$ cat src/design/crc16fc_pkg.sv
// ----------------------------------------------------------------------------
// crc16fc_pkg
// Shared types, constants and the byte-wide CRC-16/CCITT-FALSE update.
// ----------------------------------------------------------------------------
package crc16fc_pkg;

    localparam logic [15:0] CRC_INIT = 16'hFFFF;
    localparam logic [15:0] CRC_POLY = 16'h1021;
    localparam int          CRC_TOP  = 15;

    localparam int BYTE_W   = 8;
    localparam int CRC_W    = 16;
    localparam int RESULT_W = 34;
    localparam int M_DATA_W = 40;

    // held_count codes
    localparam logic [1:0] HELD_NONE = 2'd0;
    localparam logic [1:0] HELD_ONE  = 2'd1;
    localparam logic [1:0] HELD_TWO  = 2'd2;
    localparam logic [1:0] HELD_FULL = 2'd3;

    // packed low bit first: frame_ok, too_short, computed_crc, received_crc
    typedef struct packed {
        logic [CRC_W-1:0] received_crc;
        logic [CRC_W-1:0] computed_crc;
        logic             too_short;
        logic             frame_ok;
    } result_t;

    typedef struct packed {
        logic              valid;
        logic              last;
        logic [BYTE_W-1:0] data;
    } beat_t;

    function automatic logic [CRC_W-1:0] crc_feed(input logic [CRC_W-1:0] crc,
                                                  input logic [BYTE_W-1:0] b);
        logic [CRC_W-1:0] c;
        c = crc ^ {b, 8'h00};
        for (int i = 0; i < BYTE_W; i++) begin
            if (c[CRC_TOP]) begin
                c = {c[CRC_W-2:0], 1'b0} ^ CRC_POLY;
            end else begin
                c = {c[CRC_W-2:0], 1'b0};
            end
        end
        return c;
    endfunction

endpackage

$ cat src/design/crc16fc_in_stage.sv
// ----------------------------------------------------------------------------
// crc16fc_in_stage
// Input register for the byte stream; refills in the cycle it drains.
// ----------------------------------------------------------------------------
module crc16fc_in_stage (
    input  logic                              aclk,
    input  logic                              aresetn,
    input  logic                              s_tvalid,
    output logic                              s_tready,
    input  logic [crc16fc_pkg::BYTE_W-1:0]    s_tdata,  // [7:0] data_byte
    input  logic                              s_tlast,  // end_of_frame
    input  logic                              take,
    output crc16fc_pkg::beat_t                beat
);

    crc16fc_pkg::beat_t beat_reg;
    crc16fc_pkg::beat_t beat_next;

    assign s_tready = !beat_reg.valid || take;
    assign beat     = beat_reg;

    always_comb begin
        beat_next = beat_reg;
        if (s_tready) begin
            beat_next.valid = s_tvalid;
            beat_next.data  = s_tdata;
            beat_next.last  = s_tlast;
        end
    end

    always_ff @(posedge aclk) begin
        if (!aresetn) begin
            beat_reg.valid <= 1'b0;
        end else begin
            beat_reg.valid <= beat_next.valid;
        end
        beat_reg.data <= beat_next.data;
        beat_reg.last <= beat_next.last;
    end

endmodule

$ cat src/design/crc16fc_check.sv
// ----------------------------------------------------------------------------
// crc16fc_check
// Two-byte delay line, CRC accumulator and end-of-frame verdict.
// ----------------------------------------------------------------------------
module crc16fc_check (
    input  logic                  aclk,
    input  logic                  aresetn,
    input  crc16fc_pkg::beat_t    beat,
    input  logic                  out_free,
    output logic                  take,
    output logic                  res_load,
    output crc16fc_pkg::result_t  res
);

    logic [crc16fc_pkg::CRC_W-1:0]  crc_reg, crc_next, crc_upd;
    logic [crc16fc_pkg::BYTE_W-1:0] held0_reg, held0_next, held0_upd;
    logic [crc16fc_pkg::BYTE_W-1:0] held1_reg, held1_next, held1_upd;
    logic [1:0]                     count_reg, count_next, count_upd;

    assign take     = beat.valid && (!beat.last || out_free);
    assign res_load = take && beat.last;

    always_comb begin
        crc_upd   = crc_reg;
        held0_upd = held0_reg;
        held1_upd = held1_reg;
        if (count_reg == crc16fc_pkg::HELD_TWO || count_reg == crc16fc_pkg::HELD_FULL) begin
            crc_upd   = crc16fc_pkg::crc_feed(crc_reg, held0_reg);
            held0_upd = held1_reg;
            held1_upd = beat.data;
            count_upd = crc16fc_pkg::HELD_FULL;
        end else begin
            if (count_reg[0]) begin
                held1_upd = beat.data;
            end else begin
                held0_upd = beat.data;
            end
            count_upd = count_reg + 2'd1;
        end

        res.received_crc = {held1_upd, held0_upd};
        res.computed_crc = crc_upd;
        res.too_short    = (count_upd != crc16fc_pkg::HELD_FULL);
        res.frame_ok     = !res.too_short && (res.received_crc == crc_upd);

        crc_next   = crc_reg;
        held0_next = held0_reg;
        held1_next = held1_reg;
        count_next = count_reg;
        if (take) begin
            if (beat.last) begin
                crc_next   = crc16fc_pkg::CRC_INIT;
                held0_next = '0;
                held1_next = '0;
                count_next = crc16fc_pkg::HELD_NONE;
            end else begin
                crc_next   = crc_upd;
                held0_next = held0_upd;
                held1_next = held1_upd;
                count_next = count_upd;
            end
        end
    end

    always_ff @(posedge aclk) begin
        if (!aresetn) begin
            crc_reg   <= crc16fc_pkg::CRC_INIT;
            held0_reg <= '0;
            held1_reg <= '0;
            count_reg <= crc16fc_pkg::HELD_NONE;
        end else begin
            crc_reg   <= crc_next;
            held0_reg <= held0_next;
            held1_reg <= held1_next;
            count_reg <= count_next;
        end
    end

endmodule

$ cat src/design/crc16fc_out_stage.sv
// ----------------------------------------------------------------------------
// crc16fc_out_stage
// Result register driving the master-side stream.
// ----------------------------------------------------------------------------
module crc16fc_out_stage (
    input  logic                                aclk,
    input  logic                                aresetn,
    input  logic                                res_load,
    input  crc16fc_pkg::result_t                res,
    output logic                                out_free,
    output logic                                m_tvalid,
    input  logic                                m_tready,
    // [0] frame_ok, [1] too_short, [17:2] computed_crc, [33:18] received_crc
    output logic [crc16fc_pkg::M_DATA_W-1:0]    m_tdata
);

    logic                 valid_reg, valid_next;
    crc16fc_pkg::result_t res_reg, res_next;

    assign out_free = !valid_reg || m_tready;
    assign m_tvalid = valid_reg;
    assign m_tdata  = {{(crc16fc_pkg::M_DATA_W - crc16fc_pkg::RESULT_W){1'b0}}, res_reg};

    always_comb begin
        valid_next = valid_reg;
        res_next   = res_reg;
        if (res_load) begin
            valid_next = 1'b1;
            res_next   = res;
        end else if (m_tready) begin
            valid_next = 1'b0;
        end
    end

    always_ff @(posedge aclk) begin
        if (!aresetn) begin
            valid_reg <= 1'b0;
        end else begin
            valid_reg <= valid_next;
        end
        res_reg <= res_next;
    end

endmodule

$ cat src/design/crc16_frame_checker_top.sv
// ----------------------------------------------------------------------------
// crc16_frame_checker_top
// CRC-16/CCITT-FALSE frame checker over a byte stream with a last flag.
// ----------------------------------------------------------------------------
// Throughput: one byte beat per cycle, as the 8-bit CRC update is combinational;
// a last beat waits while the result register holds a result that m_tready has not taken.
// Result path: input register, then result register, which drives m_tvalid.
// Reset: aresetn low for one edge empties both registers, sets the CRC to 0xFFFF
// and clears the delay line.
module crc16_frame_checker_top (
    input  logic                                aclk,
    input  logic                                aresetn,
    input  logic                                s_tvalid,
    output logic                                s_tready,
    input  logic [crc16fc_pkg::BYTE_W-1:0]      s_tdata,  // [7:0] data_byte
    input  logic                                s_tlast,  // end_of_frame
    output logic                                m_tvalid,
    input  logic                                m_tready,
    // [0] frame_ok, [1] too_short, [17:2] computed_crc, [33:18] received_crc
    output logic [crc16fc_pkg::M_DATA_W-1:0]    m_tdata
);

    crc16fc_pkg::beat_t   beat;
    crc16fc_pkg::result_t res;
    logic                 take;
    logic                 res_load;
    logic                 out_free;

    crc16fc_in_stage u_in (
        .aclk     (aclk),
        .aresetn  (aresetn),
        .s_tvalid (s_tvalid),
        .s_tready (s_tready),
        .s_tdata  (s_tdata),
        .s_tlast  (s_tlast),
        .take     (take),
        .beat     (beat)
    );

    crc16fc_check u_check (
        .aclk     (aclk),
        .aresetn  (aresetn),
        .beat     (beat),
        .out_free (out_free),
        .take     (take),
        .res_load (res_load),
        .res      (res)
    );

    crc16fc_out_stage u_out (
        .aclk     (aclk),
        .aresetn  (aresetn),
        .res_load (res_load),
        .res      (res),
        .out_free (out_free),
        .m_tvalid (m_tvalid),
        .m_tready (m_tready),
        .m_tdata  (m_tdata)
    );

endmodule
$ cat config.mk
export PLATFORM = sky130hd
export DESIGN_NAME = crc16_frame_checker_top
export DESIGN_NICKNAME = d
export VERILOG_FILES = /design/src/design/crc16fc_pkg.sv /design/src/design/crc16fc_in_stage.sv /design/src/design/crc16fc_check.sv /design/src/design/crc16fc_out_stage.sv /design/src/design/crc16_frame_checker_top.sv
export SDC_FILE = /design/constraint.sdc
export NUM_CORES = 1
export LEC_CHECK = 0
export BUFFER_PORTS_ARGS = -buffer_cell sky130_fd_sc_hd__buf_2
export CAP_MARGIN = 25
export CORE_ASPECT_RATIO = 0.8
export CORE_UTILIZATION = 45
export DETAILED_ROUTE_END_ITERATION = 12
export PLACE_DENSITY = 0.65
export SKIP_CTS_REPAIR_TIMING = 1
export SYNTH_ARGS = -nofsm -noshare
export SYNTH_HDL_FRONTEND = slang
export SYNTH_HIERARCHICAL = 1
export SYNTH_SLANG_ARGS = --single-unit
$ cat constraint.sdc
create_clock -name aclk -period 3.7 [get_ports aclk]
set_input_delay 0.555 -clock aclk [delete_from_list [all_inputs] [get_ports aclk]]
set_output_delay 0.555 -clock aclk [all_outputs]
set_load 0.05 [all_outputs]
==> run summary <==
Worst path slowest cell: nor2_1
DRC errors left: 0
DR iter-0 viols: 98
Max-slew violation count: 0
DR WL/cell: 16.36 µm
Unrepaired setup endpoints after global routing: false
Max_cap viols: 0
Synth warn: 6
Slew HR: 0.4700
Synth area leader: edfxtp_1
VDD IR max: 0.0002478 V
R2R Path End: u_out/m_tdata[0]
RR Startpoint: u_check/count_reg[0]
CP startpoint kind: flop
Status: completed
Largest net degree at the start of global routing: 45
Initial antenna violation count: 0
Antenna viol nets, final: 0
Crit path buf inv count: 0
Die Wd: 104.6 µm
Total Routed Length: 7968 µm
Core Region: 0.008055 mm²
Fill cell count: 716
Worst stage delay on the critical path: 0.72 ns
R2R cell count: 6
Number of synthesized flops with an enable pin: 43
Critical setup path kind: reg2reg
Syn Inst Count: 331
Yosys cell types: 41
Hold path endpoint: u_in/beat[5]
Max reg flops: 34
H-tree level count: 3
Cell Pwr Density: 481.7 mW/mm²
Drt pass-1 iters: 6
Hold path depth: 1
R2R setup slack: 0.97 ns
Die Ht: 84.06 µm
Root buf cell: clkbuf_8
CP delay by family, top: simple AND/OR/NAND/NOR gates
Routed via count: 2533
CP Capture Type: flop
Slew of the pin with the lowest slew margin: 0.7920 ns
CTS tree: built
Worst-Skew Late Latency: 0.35 ns
Clk buf depth: 2
Most used DFF post-synth: edfxtp_1
Num CTS Buffers: 9
WHS: 0.3808 ns
Post-synth top area share: 0.3409
Asr flop ratio synth: 0
Critical path, cell by cell: nor2_1 -> mux2_2 -> nor2b_1 -> a21boi_0 -> o2111ai_1 -> nor4_1
Crit share post-route: 0.7384
Most frequent cells in the layout: buf_2 (48), edfxtp_1 (43), dfxtp_1 (36)
CTS sink cnt: 79
Area delta synth->final: 15.10%
Sequential share of the synthesized area: 0.5312
Diodes inserted: 0
Most common cell after layout, fill and taps aside: buf_2
Synth Register Bits: 79
Die area: 0.008790 mm²
Row count: 29
Required @ worst endpoint: 3.86 ns
Critical Path AT: 2.90 ns
PortBufs: 48
Global-route wire length before repair: 12540 µm
Post-DP HPWL: 5406 µm
Hold Path Origin: s_tdata[5]
Hold Crit Class: in2reg
Reg clk slew, reported paths: 0.08 ns
Mapped cell area: 0.003787 mm²
GPL Wtd Cong: 0.8237
Critical Path Fanout Max: 14
Vias/cell: 5.201
Ports: 55
F_max: 366.0 MHz
Final Hold Viols: 0
Layout cell share with drive strength beyond 1: 0.2216
Synth top area cells: edfxtp_1 (34%), dfxtp_1 (19%), xnor3_1 (4.8%)
Final setup violating endpoints: 0
Pwr Total: 2.100 mW
Clock Skew: 0.01177 ns
GRT overflow: 0
Syn Area/Cell: 11.44 µm²
Total track usage: 0.1883
Vias in the first global route: 2383
Initial core utilization: 0.4702
Setup TNS Final: 0 ns
Min Clock Period, post-route: 2.732 ns
Nets: 388
Leak: 1.660 nW
## kinds of logic after synthesis
logic type	after synthesis	synth area share
AOI/OAI and AO/OA	60	0.1080
xor gates and xnor gates	42	0.1421
buffers and inverters	39	0.04559
DFF	79	0.5312
muxes	21	0.05781
other	1	0.0009901
and+or+nand+nor	89	0.1143
## how the worst max path moves through the flow
stage          cells past startpoint                 end  slack (ns)                 start
2_1_floorplan                      7  u_check/crc_reg[3]        0.73              m_tready
3_3_place_gp                       6    u_out/m_tdata[0]        1.22  u_check/count_reg[0]
3_5_place_dp                       6    u_out/m_tdata[0]        1.04  u_check/count_reg[0]
4_1_cts                            6    u_out/m_tdata[0]        0.98  u_check/count_reg[0]
5_1_grt                            6    u_out/m_tdata[0]        0.70  u_check/count_reg[0]
6_report                           6    u_out/m_tdata[0]        0.97  u_check/count_reg[0]
## synthesized netlist by cell type (all sizes together) (2+ instances only)
| library cell | instances |
|---|---|
| a21boi | 4 |
| a21oi | 10 |
| a22oi | 16 |
| buf | 10 |
| clkbuf | 15 |
| dfxtp | 36 |
| edfxtp | 43 |
| inv | 14 |
| mux2 | 7 |
| mux2i | 14 |
| nand2 | 32 |
| nand2b | 2 |
| nand3 | 10 |
| nor2 | 18 |
| nor2b | 19 |
| nor4 | 2 |
| o2111ai | 2 |
| o211ai | 6 |
| o21ai | 14 |
| o2bb2ai | 2 |
| or3 | 3 |
| xnor2 | 22 |
| xnor3 | 8 |
| xor2 | 10 |
| xor3 | 2 |
## layer usage
metal / share of wire / wire (µm) / GRT usage / up-vias
met5: 0 / 0 / 0 / -
met4: 0.015 / 116 / 0.06786 / 0
met3: 0.051 / 404 / 0.05074 / 8
li1: - / - / - / 1238
met1: 0.46 / 3680 / 0.2416 / 1207
met2: 0.47 / 3766 / 0.3064 / 80
## power breakdown
group	internal, mW	total [mW]	switching [mW]
Combinational	0.118	0.315	0.198
Sequential	0.969	1.00	0.0322
Clock	0.482	0.784	0.302
Total	1.57	2.10	0.531
## cell type report
| type | count | area, µm² | area share |
|---|---|---|---|
| clock buffer | 12 | 155.1 | 0.03559 |
| clock inverter | 3 | 90.09 | 0.02067 |
| inverter | 14 | 52.55 | 0.01206 |
| multi-input combinational | 218 | 1633 | 0.3746 |
| sequential | 79 | 2012 | 0.4615 |
| tap | 108 | 135.1 | 0.03100 |
| timing repair buffer | 53 | 281.5 | 0.06458 |
## through the flow
step	std cells	worst slack, ns	util	instance area [µm²]
floorplan	336	0.7295	-	3806
global placement	471	1.219	0.5093	4103
detailed placement	472	1.041	0.5107	4114
CTS	487	0.9811	0.5412	4359
global route	487	0.7005	0.5412	4359
finish	487	0.9678	0.5412	4359
## worst reg2reg max path: stages (launching register included)
cell,delay (ns)
dfxtp_1,0.54
nor2_1,0.73
mux2_2,0.44
nor2b_1,0.14
a21boi_0,0.27
o2111ai_1,0.15
nor4_1,0.27
No activity file was read; power rests on OpenSTA's default activity.
